[src/sv/mdpq_pkg.sv]
// ----------------------------------------------------------------------------
// mdpq_pkg
// shared types and constants of the mask disc proximity query core
// ----------------------------------------------------------------------------
package mdpq_pkg;

    localparam int MAX_WIDTH_DEF        = 64;
    localparam int MAX_HEIGHT_DEF       = 64;
    localparam int RADIUS_FRAC_BITS_DEF = 4;

    localparam int POS_W    = 6;
    localparam int PIX_W    = 8;
    localparam int RADIUS_W = 10;
    localparam int GRID_W   = 7;
    localparam int COORD_W  = 7;
    localparam int SPAN_W   = RADIUS_W + 2;
    localparam int SQ_W     = 16;
    localparam int R2_W     = 2 * RADIUS_W;

    localparam int QUEUE_DEPTH = 2;

    localparam int APB_ADDR_W = 3;
    localparam int APB_DATA_W = 32;

    typedef enum logic {
        CMD_WRITE = 1'b0,
        CMD_QUERY = 1'b1
    } cmd_t;

    typedef enum logic {
        REG_GRID_WIDTH  = 1'b0,
        REG_GRID_HEIGHT = 1'b1
    } reg_idx_t;

    typedef struct packed {
        cmd_t                 cmd;
        logic [POS_W-1:0]     pos_x;
        logic [POS_W-1:0]     pos_y;
        logic                 wr_en;
        logic                 wr_bit;
        logic [RADIUS_W-1:0]  radius;
        logic [COORD_W-1:0]   xs;
        logic [COORD_W-1:0]   xe;
        logic [COORD_W-1:0]   ys;
        logic [COORD_W-1:0]   ye;
        logic                 empty;
    } entry_t;

endpackage

[src/sv/mdpq_queue.sv]
// ----------------------------------------------------------------------------
// mdpq_queue
// small fifo of classified requests between front and back
// ----------------------------------------------------------------------------
module mdpq_queue (
    input  logic              aclk,
    input  logic              aresetn,
    input  logic              push,
    input  mdpq_pkg::entry_t  push_data,
    output logic              full,
    input  logic              pop,
    output mdpq_pkg::entry_t  pop_data,
    output logic              empty
);

    localparam int DEPTH = mdpq_pkg::QUEUE_DEPTH;
    localparam int PW    = (DEPTH > 1) ? $clog2(DEPTH) : 1;
    localparam int NW    = $clog2(DEPTH + 1);

    mdpq_pkg::entry_t slot_reg [DEPTH];
    logic [PW-1:0]    wr_ptr_reg;
    logic [PW-1:0]    rd_ptr_reg;
    logic [NW-1:0]    count_reg;
    logic             do_push;
    logic             do_pop;

    assign full     = (count_reg == NW'(DEPTH));
    assign empty    = (count_reg == '0);
    assign do_push  = push && !full;
    assign do_pop   = pop && !empty;
    assign pop_data = slot_reg[rd_ptr_reg];

    always_ff @(posedge aclk) begin
        if (do_push) begin
            slot_reg[wr_ptr_reg] <= push_data;
        end
    end

    always_ff @(posedge aclk) begin
        if (!aresetn) begin
            wr_ptr_reg <= '0;
            rd_ptr_reg <= '0;
            count_reg  <= '0;
        end else begin
            if (do_push) begin
                wr_ptr_reg <= (wr_ptr_reg == PW'(DEPTH - 1)) ? '0 : wr_ptr_reg + PW'(1);
            end
            if (do_pop) begin
                rd_ptr_reg <= (rd_ptr_reg == PW'(DEPTH - 1)) ? '0 : rd_ptr_reg + PW'(1);
            end
            if (do_push && !do_pop) begin
                count_reg <= count_reg + NW'(1);
            end else if (do_pop && !do_push) begin
                count_reg <= count_reg - NW'(1);
            end
        end
    end

endmodule

[config.mk]
export PLATFORM = sky130hd
export DESIGN_NAME = mdpq_queue
export DESIGN_NICKNAME = d
export VERILOG_FILES = /design/src/sv/mdpq_pkg.sv /design/src/sv/mdpq_queue.sv
export SDC_FILE = /design/constraint.sdc
export NUM_CORES = 1
export LEC_CHECK = 0
export ABC_AREA = 1
export BUFFER_PORTS_ARGS = -buffer_cell sky130_fd_sc_hd__buf_2
export CELL_PAD_IN_SITES_DETAIL_PLACEMENT = 1
export CELL_PAD_IN_SITES_GLOBAL_PLACEMENT = 2
export CORE_UTILIZATION = 40
export CTS_CLUSTER_DIAMETER = 80
export DETAILED_ROUTE_END_ITERATION = 10
export PLACE_DENSITY = 0.82
export RECOVER_POWER = 25
export SYNTH_ARGS = -nofsm -noshare
export SYNTH_HDL_FRONTEND = slang
export SYNTH_SLANG_ARGS = --single-unit
[constraint.sdc]
create_clock -name aclk -period 5 [get_ports aclk]
set_input_delay 0 -clock aclk [delete_from_list [all_inputs] [get_ports aclk]]
set_output_delay 0 -clock aclk [all_outputs]
set_load 0.05 [all_outputs]
After elaboration in Yosys (flattened, before gate mapping)
Memory sizes are Yosys's and may differ from the RTL's. A register that Yosys moved wholly into a read port is not among the register bits.
Index checks and enable logic that the tools add are counted.
{"block": "totals", "reg_bits": 4, "mem_bits_rw": 108, "out_inout_bits": 56, "wordCells": 27, "mem_count": 1}
{"name": "slot_reg", "depth": 2, "word_bits": 54, "rd": 1, "rd_clocked_by_memory_dff": 1, "write_ports": 1, "line_no": "mdpq_queue.sv:20", "text": "mdpq_pkg::entry_t slot_reg [DEPTH];"}
{"block": "op_classes", "addsub": 4, "n_eq_ne": 1, "n_mux": 8, "reduce_logical": 10}
{"op": "2-to-1 mux 1 bit", "count": 6}
{"op": "logical AND 1 bit", "count": 4}
{"op": "zero test 1 bit", "count": 4}
{"op": "2-to-1 mux 2 bit", "count": 2}
{"op": "adder 1 bit (second input constant)", "count": 2}
{"op": "adder 2 x 1 -> 2 bit (second input constant)", "count": 1}
{"op": "equality test 2 bit (second input constant)", "count": 1}
{"op": "zero test 2 bit", "count": 1}
{"op": "nonzero test 2 bit", "count": 1}
{"op": "subtractor 2 x 1 -> 2 bit (second input constant)", "count": 1}

Logic depth before layout (Yosys ltp)
{"block": "depth", "ltp_word": 7, "ltp_mapped": 10, "depth_no_buf": 10}

Worst setup path after synthesis
Ideal clock, no wire load.
{"block": "synth_timing", "path_type": "register to register", "start": "register count_reg[0]", "end": "memory slot_reg[0][0] in the netlist's numbering (enable)", "setup_ns": 0.466, "arrival_ns": 2.742, "required_ns": 4.534, "slack_ns": 1.793, "stages_incl_launch_ff": 3, "path_buffers": 0, "period_less_slack_ns": 3.207, "path_cell_list": "dfxtp_1 -> o21ai_2 -> nor2_1"}
{"block": "synth_between", "elab_chain_cells": 5}
{"element": "start: declaration", "line_no": "mdpq_queue.sv:23", "text": "logic [NW-1:0] count_reg;"}
{"element": "start signal: assignment", "line_no": "mdpq_queue.sv:52", "text": "count_reg <= count_reg + NW'(1);"}
{"element": "start signal: assignment", "line_no": "mdpq_queue.sv:54", "text": "count_reg <= count_reg - NW'(1);"}
{"element": "equality test 2 bit", "line_no": "mdpq_queue.sv:27", "text": "assign full = (count_reg == NW'(DEPTH));"}
{"element": "zero test 1 bit", "line_no": "mdpq_queue.sv:29", "text": "assign do_push = push && !full;"}
{"element": "logical AND 1 bit", "line_no": "mdpq_queue.sv:29"}
{"element": "2-to-1 mux 1 bit", "line_no": "mdpq_queue.sv:34", "text": "if (do_push) begin"}
{"element": "2-to-1 mux 1 bit (not written as such)", "line_no": "mdpq_queue.sv:35", "text": "slot_reg[wr_ptr_reg] <= push_data;"}
{"element": "end: declaration", "line_no": "mdpq_queue.sv:20"}
Every way passes these cells.

==> parameters.txt <==
Parameter                              Value

Status
  Result of the run    complete, no violations

Setup path
  Data required time at the worst endpoint    5000 ps
  Slowest stage delay, CP    1010 ps
  Worst Setup Start Kind    register
  Critical R2R Launch    count_reg[0]
  CP Capture Point    pop_data[36]
  Terminus of the critical flop-to-flop path    slot_reg[1][11]
  Crit end category    output pin
  Largest fanout on the critical path    54
  Crit path max-delay cell type    sky130_fd_sc_hd__dfxtp_4
  R2r worst-path depth    3
  Signal arrival time at the worst endpoint    2170 ps
  Type of the setup path with the least slack    reg -> out
  Register-to-register setup slack    2950 ps
  Critical-path cell list    mux2_2 -> buf_2

STA
  Portion of the clock cycle consumed by the worst path in the final layout    0.4344
  Setup Viol. Count Final    0
  Final setup skew    12.48 ps
  Upper clock frequency limit    460.4 MHz
  Final Critical Period    2172 ps
  Slew at the pin with the worst max-slew slack    1006 ps
  Slew margin rel.    0.3296
  Final hold violations    0
  Number of pins exceeding their max-slew limit in the final report    0
  Unrepaired setup endpoints after global routing    no
  Post-route setup TNS    0 ps

Logic synthesis
  Synthesized instance count    206
  Number of distinct library cell variants in the gate-level netlist after synthesis    15
  Number of warnings printed during yosys synthesis    0
  Cell type contributing the most total cell area after synthesis    sky130_fd_sc_hd__edfxtp_1
  Commonest register cell after synthesis    sky130_fd_sc_hd__edfxtp_1
  Share of the synthesized area in the top cell type    0.7378
  Post-synthesis async set-or-reset flop share    0
  Commonest cells in the netlist    sky130_fd_sc_hd__edfxtp_1, sky130_fd_sc_hd__mux2_4, sky130_fd_sc_hd__nor2_1, sky130_fd_sc_hd__inv_1, sky130_fd_sc_hd__nand2_1
  Seq cells post-synth    113
  Post-synthesis instance area    0.004395 sq mm
  Main area contributors after synthesis    sky130_fd_sc_hd__edfxtp_1, sky130_fd_sc_hd__mux2_4, sky130_fd_sc_hd__buf_12
  Part of the Yosys area used for sequential elements    0.7606
  Number of synthesized flops with an enable pin    108
  Total nets after synthesis    265
  Average size of a mapped cell    21.34 sq um
  Most used standard cell by instance count after synthesis    sky130_fd_sc_hd__edfxtp_1

Placed design
  Total placed instance area    0.005054 sq mm
  Final GP Congestion    0.6383
  Inst Count DP    451
  Post-detailed-placement half-perimeter wirelength    5301 um
  Port-buffer cells    113

Clocking
  TritonCTS clock tree    done
  CTS sink count    113
  Latest clock arrival within the worst-skew pair    500 ps
  Clock transition at the registers of the reported paths    60 ps
  CTS max path bufs    2
  H-tree levels    4
  Resize count post-CTS    0
  Cell at the root of the clock tree    sky130_fd_sc_hd__clkbuf_8
  Number of buffers inserted during clock tree synthesis    17

Floorplanning
  Std cell rows    37
  Horizontal die dimension    106.8 um
  Die Outline Area    0.01141 sq mm
  Number of primary I/O pins    114
  Overall die height    106.8 um
  Placeable core region    0.01051 sq mm
  Starting utilization of the core area    0.4183

Detailed routing
  Routed via count divided by cell count    4.561
  Remaining DRCs    0
  Total Wirelength    8720 um
  Number of optimization iterations in the first detailed-route pass    4
  Initial drt markers    63
  Antenna violation net count after detailed routing    0
  Routed vias    2463
  Post-DR wirelength/cell    16.15 um

Min path
  Class of the tightest hold or removal check    in -> reg

Global route
  Total Routing Usage GR    0.1595
  First-pass GRT wire length    13280 um
  Number of antenna violations at the first check in global routing    0
  Global route overflow    0
  Number of global-route vias before repair    2665
  Largest net degree at the start of global routing    55

Finish
  Share of post-route cells with drive strength above 1    0.4282
  Flip-flop count of the largest register after layout    108
  Final instance area    0.006215 sq mm
  Relative area change from synthesis to final layout    41.39%
  Number of nets in the final layout    450
  Cell Count, Final, Fillers Out    540
  Antenna Cells    0

Power
  Total power of the final layout    3.626 mW
  Static Leak    2.431 nW
  PD cells    583.4 mW/mm^2
  Peak ir drop on the vdd network    0.2912 mV

Job
  Total of max-cap violations    0
[layer usage]
layer  vias to the layer above  global-route usage  share of wire  wire length (um)
li1                       1164                   -              -                 -
met2                        86              0.2733           0.51              4460
met3                        20             0.04802          0.049               431
met4                         0             0.08219          0.025               214
met1                      1193              0.1796           0.41              3613
met5                         -                   0              0                 0
[where the power goes]
part / switching, mW / total, mW / internal (mW)
Sequential: 0.105 / 1.31 / 1.20
Clock: 0.409 / 1.27 / 0.857
Combinational: 0.697 / 1.05 / 0.356
Total: 1.21 / 3.63 / 2.41
[worst min path at each step]
stage          slack (ps)               to     startpoint  depth (start not counted)
2_1_floorplan         100   slot_reg[0][0]   push_data[0]                          0
3_3_place_gp          190  slot_reg[0][31]  push_data[31]                          1
4_1_cts               190  slot_reg[0][31]  push_data[31]                          2
5_1_grt               210   slot_reg[1][9]   push_data[9]                          2
6_report              220   slot_reg[1][9]   push_data[9]                          2
3_5_place_dp          190   slot_reg[1][0]   push_data[0]                          1
[layout make-up]
type / count / area [sq um]
clock buffers: 18 / 417.9
clock inverters: 14 / 210.2
fillers: 986 / 4294
inverters: 9 / 33.78
multi-input cells: 78 / 922.1
flip-flops and latches: 113 / 3347
well taps: 136 / 170.2
repair buffers: 172 / 1114
[layout by cell type (no fill, tap or decap), types with 2 or more instances in the layout]
master                          instances
sky130_fd_sc_hd__nor2_1                 9
sky130_fd_sc_hd__clkinvlp_4             2
sky130_fd_sc_hd__buf_1                  2
sky130_fd_sc_hd__dfxtp_1                4
sky130_fd_sc_hd__buf_2                 83
sky130_fd_sc_hd__o21ai_0                2
sky130_fd_sc_hd__buf_4                  2
sky130_fd_sc_hd__inv_6                  2
sky130_fd_sc_hd__mux2_2                 4
sky130_fd_sc_hd__nand2_1                6
sky130_fd_sc_hd__clkinv_2               3
sky130_fd_sc_hd__inv_1                  9
sky130_fd_sc_hd__dlygate4sd3_1         57
sky130_fd_sc_hd__edfxtp_1             108
sky130_fd_sc_hd__nor2_4                 2
sky130_fd_sc_hd__mux2_4                50
sky130_fd_sc_hd__bufinv_16              5
sky130_fd_sc_hd__clkbuf_1              29
sky130_fd_sc_hd__clkbuf_16             16
[logic make-up after synthesis]
group / after synthesis / synth area share
and+or+nand+nor: 19 / 0.01708
AOI/OAI and AO/OA: 4 / 0.005408
adders and majority gates: 1 / 0.002846
DFF: 113 / 0.7606
muxes: 54 / 0.1810
buffers and inverters: 15 / 0.03302
[metrics by stage]
| step | hold WS, ps | utilization | setup slack (ps) |
|---|---|---|---|
| final | 224.9 | 0.5914 | 2828 |
| after global routing | 205.8 | 0.5914 | 2714 |
| after CTS | 188.8 | 0.5950 | 2770 |
| after detailed placement | 192.1 | 0.4809 | 2901 |
| after global placement | 188.1 | 0.4809 | 2995 |
| after floorplan | 98.87 | - | 1793 |
[critical path, delay by kind of cell, from the launching register on]
family	cells	cell delay (ps)
buffers and inverters	1	220
flip-flops	1	1010
multiplexers	1	420
[timing repair]
item	CTS	global route
setup buffers	0	0
hold endpoints to repair	120	0
hold buffers	57	0
Note: power is estimated with default switching activity, not from simulation.
