[config.mk]
export PLATFORM = sky130hd
export DESIGN_NAME = mdpq_front
export DESIGN_NICKNAME = d
export VERILOG_FILES = /design/src/sv/mdpq_pkg.sv /design/src/sv/mdpq_front.sv
export SDC_FILE = /design/constraint.sdc
export NUM_CORES = 1
export LEC_CHECK = 0
export BUFFER_PORTS_ARGS = -buffer_cell sky130_fd_sc_hd__buf_2
export CORE_UTILIZATION = 34
export DETAILED_ROUTE_END_ITERATION = 10
export PLACE_DENSITY = 0.65
export SLEW_MARGIN = 20
export SYNTH_ARGS = -nofsm -noshare
export SYNTH_HDL_FRONTEND = slang
export SYNTH_SLANG_ARGS = --single-unit
[constraint.sdc]
create_clock -name vclk -period 5.96
set_input_delay 0 -clock vclk [all_inputs]
set_output_delay 0 -clock vclk [all_outputs]
set_load 0.02 [all_outputs]
[src/sv/mdpq_pkg.sv]
// ----------------------------------------------------------------------------
// mdpq_pkg
// shared types and constants of the mask disc proximity query core
// ----------------------------------------------------------------------------
package mdpq_pkg;

    localparam int MAX_WIDTH_DEF        = 64;
    localparam int MAX_HEIGHT_DEF       = 64;
    localparam int RADIUS_FRAC_BITS_DEF = 4;

    localparam int POS_W    = 6;
    localparam int PIX_W    = 8;
    localparam int RADIUS_W = 10;
    localparam int GRID_W   = 7;
    localparam int COORD_W  = 7;
    localparam int SPAN_W   = RADIUS_W + 2;
    localparam int SQ_W     = 16;
    localparam int R2_W     = 2 * RADIUS_W;

    localparam int QUEUE_DEPTH = 2;

    localparam int APB_ADDR_W = 3;
    localparam int APB_DATA_W = 32;

    typedef enum logic {
        CMD_WRITE = 1'b0,
        CMD_QUERY = 1'b1
    } cmd_t;

    typedef enum logic {
        REG_GRID_WIDTH  = 1'b0,
        REG_GRID_HEIGHT = 1'b1
    } reg_idx_t;

    typedef struct packed {
        cmd_t                 cmd;
        logic [POS_W-1:0]     pos_x;
        logic [POS_W-1:0]     pos_y;
        logic                 wr_en;
        logic                 wr_bit;
        logic [RADIUS_W-1:0]  radius;
        logic [COORD_W-1:0]   xs;
        logic [COORD_W-1:0]   xe;
        logic [COORD_W-1:0]   ys;
        logic [COORD_W-1:0]   ye;
        logic                 empty;
    } entry_t;

endpackage

[src/sv/mdpq_front.sv]
// ----------------------------------------------------------------------------
// mdpq_front
// classifies requests: write target check and clipped query window
// ----------------------------------------------------------------------------
module mdpq_front #(
    parameter int MAX_WIDTH        = mdpq_pkg::MAX_WIDTH_DEF,
    parameter int MAX_HEIGHT       = mdpq_pkg::MAX_HEIGHT_DEF,
    parameter int RADIUS_FRAC_BITS = mdpq_pkg::RADIUS_FRAC_BITS_DEF
) (
    input  logic                           s_command,
    input  logic [mdpq_pkg::POS_W-1:0]     s_pos_x,
    input  logic [mdpq_pkg::POS_W-1:0]     s_pos_y,
    input  logic [mdpq_pkg::PIX_W-1:0]     s_pixel_value,
    input  logic [mdpq_pkg::RADIUS_W-1:0]  s_radius_q4,
    input  logic [mdpq_pkg::GRID_W-1:0]    grid_width,
    input  logic [mdpq_pkg::GRID_W-1:0]    grid_height,
    output mdpq_pkg::entry_t               entry
);

    localparam int SW = mdpq_pkg::SPAN_W;
    localparam int CW = mdpq_pkg::COORD_W;
    localparam logic [SW-1:0] ROUND = SW'((1 << RADIUS_FRAC_BITS) - 1);

    logic [CW-1:0]        used_w;
    logic [CW-1:0]        used_h;
    logic [SW-1:0]        half;
    logic signed [SW-1:0] cx_s;
    logic signed [SW-1:0] cy_s;
    logic signed [SW-1:0] xlo_s;
    logic signed [SW-1:0] xhi_s;
    logic signed [SW-1:0] ylo_s;
    logic signed [SW-1:0] yhi_s;
    logic [CW-1:0]        xs;
    logic [CW-1:0]        xe;
    logic [CW-1:0]        ys;
    logic [CW-1:0]        ye;

    always_comb begin
        used_w = (int'(grid_width) > MAX_WIDTH) ? CW'(MAX_WIDTH) : CW'(grid_width);
        used_h = (int'(grid_height) > MAX_HEIGHT) ? CW'(MAX_HEIGHT) : CW'(grid_height);

        half = (SW'(s_radius_q4) + ROUND) >> RADIUS_FRAC_BITS;
        cx_s = $signed(SW'(s_pos_x));
        cy_s = $signed(SW'(s_pos_y));

        xlo_s = cx_s - $signed(half);
        xhi_s = cx_s + $signed(half);
        ylo_s = cy_s - $signed(half);
        yhi_s = cy_s + $signed(half);

        xs = xlo_s[SW-1] ? '0 : CW'(xlo_s);
        ys = ylo_s[SW-1] ? '0 : CW'(ylo_s);
        xe = (xhi_s > $signed(SW'(used_w))) ? used_w : CW'(xhi_s);
        ye = (yhi_s > $signed(SW'(used_h))) ? used_h : CW'(yhi_s);

        entry.cmd    = mdpq_pkg::cmd_t'(s_command);
        entry.pos_x  = s_pos_x;
        entry.pos_y  = s_pos_y;
        entry.wr_en  = (CW'(s_pos_x) < used_w) && (CW'(s_pos_y) < used_h);
        entry.wr_bit = |s_pixel_value;
        entry.radius = s_radius_q4;
        entry.xs     = xs;
        entry.xe     = xe;
        entry.ys     = ys;
        entry.ye     = ye;
        entry.empty  = (xs >= xe) || (ys >= ye);
    end

endmodule

### Word-level counts from Yosys, hierarchy flattened

Index checks and enable logic that the tools add are counted.

| storage, ports and cells | value |
|---|---|
| logic and storage cells | 22 |
| output and inout port bits | 54 |
| flip-flop bits (word level) | 0 |
| bits of input ports | 45 |

| operators by class | value |
|---|---|
| reduce and logical (&&, ||, !) cells | 3 |
| $lt $le $gt $ge | 8 |
| add/sub/neg operators | 5 |
| muxes and demuxes | 6 |

Operators with widths:

| cell | number |
|---|---|
| two-way mux 7 bit | 6 |
| adder 6 x 7 -> 8 bit | 2 |
| greater-than comparator 8 x 7 -> 1 bit | 2 |
| subtractor 6 x 7 -> 8 bit | 2 |
| greater-or-equal comparator 7 bit | 2 |
| greater-than comparator 7 bit, second input constant | 2 |
| less-than comparator 6 x 7 -> 1 bit | 2 |
| adder 10 x 4 -> 11 bit, second input constant | 1 |
| OR reduction 8 bit | 1 |
| logical AND 1 bit | 1 |
| logical OR 1 bit | 1 |

### Depth between registers and ports, before layout

| depth | value |
|---|---|
| depth in word-level cells | 6 |
| depth in mapped cells | 25 |
| depth with buffers taken out | 23 |

### Worst setup path after synthesis

Ideal clock, no wire load.

| path | value |
|---|---|
| kind | input to output |
| start | input s_radius_q4[3] in the netlist's numbering |
| end | output entry[0] in the netlist's numbering |
| arrival | 4.693 ns |
| path buffers | 1 |
| cell stages on the path | 23 |
| data required time | 5.960 ns |
| slack | 1.267 ns |
| path through | nor4_4 -> nor2b_1 -> xor2_1 -> inv_1 -> fa_1 -> nor2b_1 -> o31a_1 -> o21ai_0 -> nand2_1 -> xnor2_1 -> ha_1 -> a21oi_1 -> nand3_1 -> o21ai_0 -> o21ai_2 -> buf_6 -> mux2i_1 -> ha_1 -> nand2b_1 -> a211oi_1 -> o31ai_1 -> nand3_1 -> nand4_1 |

RTL lines:

| item | RTL line | source |
|---|---|---|
| from (decl) | mdpq_front.sv:14 | `input logic [mdpq_pkg::RADIUS_W-1:0] s_radius_q4,` |
| to (decl) | mdpq_front.sv:17 | `output mdpq_pkg::entry_t entry` |

==> report_table.html <==
<table>
<tr><th>Metric</th><th>Value</th></tr>
<tr><th colspan="2">Place</th></tr>
<tr><td>IO Port Bufs</td><td>97</td></tr>
<tr><td>Detailed-placement wirelength estimate</td><td>6.33 mm</td></tr>
<tr><td>Gpl congestion</td><td>0.860</td></tr>
<tr><td>Cells after DPL</td><td>516</td></tr>
<tr><td>Cell area after placement</td><td>0.00312 mm²</td></tr>
<tr><td>Setup slack at placement</td><td>0.603 ns</td></tr>
<tr><th colspan="2">Setup path</th></tr>
<tr><td>Worst setup path category</td><td>input port to primary output</td></tr>
<tr><td>Largest fanout of any net on the critical path</td><td>13</td></tr>
<tr><td>Data arrival time of the critical path</td><td>5.36 ns</td></tr>
<tr><td>Launching element type of the critical path</td><td>input port</td></tr>
<tr><td>Critical Path Sink Type</td><td>primary output</td></tr>
<tr><td>Critical Path RT</td><td>5.96 ns</td></tr>
<tr><th colspan="2">Cells and area</th></tr>
<tr><td>Layout-stage area growth over the synthesis result</td><td>14.8%</td></tr>
<tr><td>Fraction of final layout cells sized beyond drive strength 1</td><td>0.283</td></tr>
<tr><td># clk buffers</td><td>0</td></tr>
<tr><td>Number of antenna diodes</td><td>0</td></tr>
<tr><td>Area occupied by registers</td><td>0 µm²</td></tr>
<tr><td>Share of the core filled with cells</td><td>0.404</td></tr>
<tr><td>NumNets Final</td><td>534</td></tr>
<tr><td>Area of all placed cells without fillers</td><td>0.00312 mm²</td></tr>
<tr><td>FF+latch count</td><td>0</td></tr>
<tr><td>Area of the multi-input gates</td><td>0.00238 mm²</td></tr>
<tr><td>Fillers</td><td>804</td></tr>
<tr><td>Count of placed standard cells in the final layout, fillers left out</td><td>516</td></tr>
<tr><td>Most common cell after layout, fill and taps aside</td><td>sky130_fd_sc_hd__buf_2</td></tr>
<tr><td>Commonest non-fill, non-tap cells in the layout</td><td>sky130_fd_sc_hd__buf_2, sky130_fd_sc_hd__ha_1, sky130_fd_sc_hd__inv_1, sky130_fd_sc_hd__nor2_1, sky130_fd_sc_hd__a21oi_1</td></tr>
<tr><th colspan="2">STA</th></tr>
<tr><td>Final clock period utilization by the worst path</td><td>0.899</td></tr>
<tr><td>Post-route worst setup slack</td><td>0.601 ns</td></tr>
<tr><td>Time the final worst path needs with I/O delays and setup</td><td>5.36 ns</td></tr>
<tr><td>Number of endpoints with negative hold slack in the final report</td><td>0</td></tr>
<tr><td># setup viols final</td><td>0</td></tr>
<tr><td>Setup repair after global routing missed its margin</td><td>false</td></tr>
<tr><td>Number of max-slew violations in the final report</td><td>0</td></tr>
<tr><td>Maximum clock frequency</td><td>187 MHz</td></tr>
<tr><td>Slew of the pin with the lowest slew margin</td><td>0.678 ns</td></tr>
<tr><td>Final total negative setup slack</td><td>0 ns</td></tr>
<tr><td>Remaining max-slew budget at the tightest pin</td><td>0.547</td></tr>
<tr><th colspan="2">Floorplan</th></tr>
<tr><td>Top Ports</td><td>99</td></tr>
<tr><td>Total die area</td><td>0.00835 mm²</td></tr>
<tr><td>Die span in y</td><td>91.4 µm</td></tr>
<tr><td>Rows</td><td>32</td></tr>
<tr><td>Starting density of the core</td><td>0.352</td></tr>
<tr><td>Die Span X</td><td>91.4 µm</td></tr>
<tr><td>Standard cell core area</td><td>0.00773 mm²</td></tr>
<tr><th colspan="2">CTS</th></tr>
<tr><td>Number of buffers inserted to repair setup after CTS</td><td>0</td></tr>
<tr><td>Number of hold-repair buffers added at the cts stage</td><td>0</td></tr>
<tr><td># resized after CTS</td><td>0</td></tr>
<tr><th colspan="2">Route</th></tr>
<tr><td>Routed via count</td><td>2643</td></tr>
<tr><td>Average routed wire per standard cell</td><td>13.8 µm</td></tr>
<tr><td>DR pass1 iterations</td><td>6</td></tr>
<tr><td>Detailed-route DRC error count</td><td>0</td></tr>
<tr><td>Post-detailed-routing wire length</td><td>7.10 mm</td></tr>
<tr><td>Number of nets with antenna violations after detailed routing</td><td>0</td></tr>
<tr><td>Post-DR vias/cell</td><td>5.12</td></tr>
<tr><td>Initial drt markers</td><td>36</td></tr>
<tr><th colspan="2">Power</th></tr>
<tr><td>Leakage</td><td>0.00163 µW</td></tr>
<tr><td>VDD IR-drop max</td><td>0.000143 V</td></tr>
<tr><td>Pwr/cell area</td><td>202 mW/mm²</td></tr>
<tr><th colspan="2">Synth</th></tr>
<tr><td>Share of the yosys chip area belonging to registers</td><td>0</td></tr>
<tr><td>Net Count, Synth</td><td>462</td></tr>
<tr><td>Yosys warns</td><td>0</td></tr>
<tr><td>Gate Count Post-Synth</td><td>344</td></tr>
<tr><td>Mapped Area</td><td>0.00272 mm²</td></tr>
<tr><td>Count of unique library cells instantiated by Yosys</td><td>48</td></tr>
<tr><td>Post-Synthesis Mean Instance Area</td><td>7.90 µm²</td></tr>
<tr><th colspan="2">Global route</th></tr>
<tr><td>Global-route wire length before repair</td><td>11.5 mm</td></tr>
<tr><td>Number of antenna violations at the first check in global routing</td><td>0</td></tr>
<tr><td>Grt ovf</td><td>0</td></tr>
<tr><td>Overall fraction of global-route tracks in use</td><td>0.167</td></tr>
<tr><td>Largest net degree at the start of global routing</td><td>17</td></tr>
<tr><td>Number of global-route vias before repair</td><td>2547</td></tr>
<tr><th colspan="2">Status</th></tr>
<tr><td>Result of the run</td><td>complete, no violations</td></tr>
<tr><th colspan="2">Flow run</th></tr>
<tr><td>Number of max-cap violations</td><td>0</td></tr>
<tr><th colspan="2">Worst hold path</th></tr>
<tr><td>Hold Crit Class</td><td>input port to primary output</td></tr>
</table>
logic make-up (layout without fill, tap and decap cells):
group | Yosys count | after routing | share of synthesized area
and+or+nand+nor | 92 | 92 | 0.185
xor gates and xnor gates | 25 | 25 | 0.0806
adders and majority gates | 73 | 73 | 0.347
buffers and inverters | 60 | 130 | 0.124
AOI/OAI and AO/OA | 72 | 72 | 0.175
muxes | 22 | 22 | 0.0884
stage by stage:
step | power (µW) | hold slack [ns]
finish | 630 | 0.00000882
floorplan | 483 | 0.113
global placement | 618 | 0.000236
detailed placement | 629 | 0.000236
global route | 702 | 0.0000387
CTS | 634 | 0.000236
per-layer routing:
metal | vias up | global-route usage | share of wire
met5 | - | 0 | 0
met4 | 0 | 0.0132 | 0.0061
met3 | 4 | 0.00586 | 0.047
met2 | 76 | 0.331 | 0.50
met1 | 1206 | 0.202 | 0.45
li1 | 1357 | - | -
layout make-up:
class	instances	share of cell area
repair buffers	98	0.158
inverters	32	0.0385
multi-input cells	284	0.763
well taps	102	0.0409
synthesized netlist by cell type (2+ instances only):
master | instances | area share
sky130_fd_sc_hd__inv_1 | 32 | 0.044
sky130_fd_sc_hd__ha_1 | 69 | 0.32
sky130_fd_sc_hd__mux2i_1 | 12 | 0.044
sky130_fd_sc_hd__nand3_1 | 9 | 0.017
sky130_fd_sc_hd__o21ai_2 | 2 | 0.0064
sky130_fd_sc_hd__o21bai_1 | 6 | 0.017
sky130_fd_sc_hd__and4_1 | 2 | 0.0064
sky130_fd_sc_hd__nor2_1 | 23 | 0.032
sky130_fd_sc_hd__buf_4 | 23 | 0.064
sky130_fd_sc_hd__nand4_1 | 5 | 0.012
sky130_fd_sc_hd__mux2_4 | 2 | 0.011
sky130_fd_sc_hd__mux2_2 | 8 | 0.033
sky130_fd_sc_hd__a211oi_1 | 5 | 0.014
sky130_fd_sc_hd__nand2_1 | 16 | 0.022
sky130_fd_sc_hd__fa_1 | 4 | 0.029
sky130_fd_sc_hd__buf_2 | 2 | 0.0037
sky130_fd_sc_hd__nand2b_1 | 6 | 0.014
sky130_fd_sc_hd__and3_1 | 3 | 0.0069
sky130_fd_sc_hd__xor2_1 | 8 | 0.026
sky130_fd_sc_hd__o21ai_0 | 11 | 0.020
sky130_fd_sc_hd__o21a_1 | 4 | 0.011
sky130_fd_sc_hd__a22oi_1 | 3 | 0.0083
sky130_fd_sc_hd__nor4_1 | 4 | 0.0092
sky130_fd_sc_hd__o31ai_1 | 7 | 0.019
sky130_fd_sc_hd__a21oi_1 | 22 | 0.041
sky130_fd_sc_hd__o211ai_1 | 2 | 0.0055
sky130_fd_sc_hd__nor3_1 | 6 | 0.011
sky130_fd_sc_hd__or2_2 | 4 | 0.0092
sky130_fd_sc_hd__nor2b_1 | 9 | 0.021
sky130_fd_sc_hd__xnor2_1 | 17 | 0.055
critical path, stage by stage:
cell and delay (ns):
sky130_fd_sc_hd__buf_2 0.12, sky130_fd_sc_hd__nor4_4 0.37, sky130_fd_sc_hd__nor2b_1 0.13, sky130_fd_sc_hd__xor2_1 0.57
sky130_fd_sc_hd__inv_1 0.26, sky130_fd_sc_hd__fa_1 0.51, sky130_fd_sc_hd__nor2b_1 0.18, sky130_fd_sc_hd__o31a_1 0.17
sky130_fd_sc_hd__o21ai_0 0.14, sky130_fd_sc_hd__nand2_1 0.12, sky130_fd_sc_hd__xnor2_1 0.07, sky130_fd_sc_hd__ha_1 0.37
sky130_fd_sc_hd__nand4_1 0.13, sky130_fd_sc_hd__a21oi_1 0.19, sky130_fd_sc_hd__o21ai_0 0.21, sky130_fd_sc_hd__o21ai_2 0.32
sky130_fd_sc_hd__mux2_2 0.41, sky130_fd_sc_hd__ha_1 0.27, sky130_fd_sc_hd__a211oi_1 0.06, sky130_fd_sc_hd__o31ai_1 0.38
sky130_fd_sc_hd__nand3_1 0.13, sky130_fd_sc_hd__nand4_1 0.08, sky130_fd_sc_hd__buf_2 0.16
final timing paths:
path | start | end | slack [ns] | cells after the start
setup / recovery | s_radius_q4[3] | entry[0] | 0.60 | 23
hold / removal | s_command | entry[53] | 0.000009 | 0
where the power goes:
group / leakage, µW / total, µW / switching (µW) / internal [µW]
combinational: 0.00163 / 630 / 370 / 260
clock: 0 / 0 / 0 / 0
sequential: 0 / 0 / 0 / 0
total: 0.00163 / 630 / 370 / 260
No activity file was read; power rests on OpenSTA's default activity.
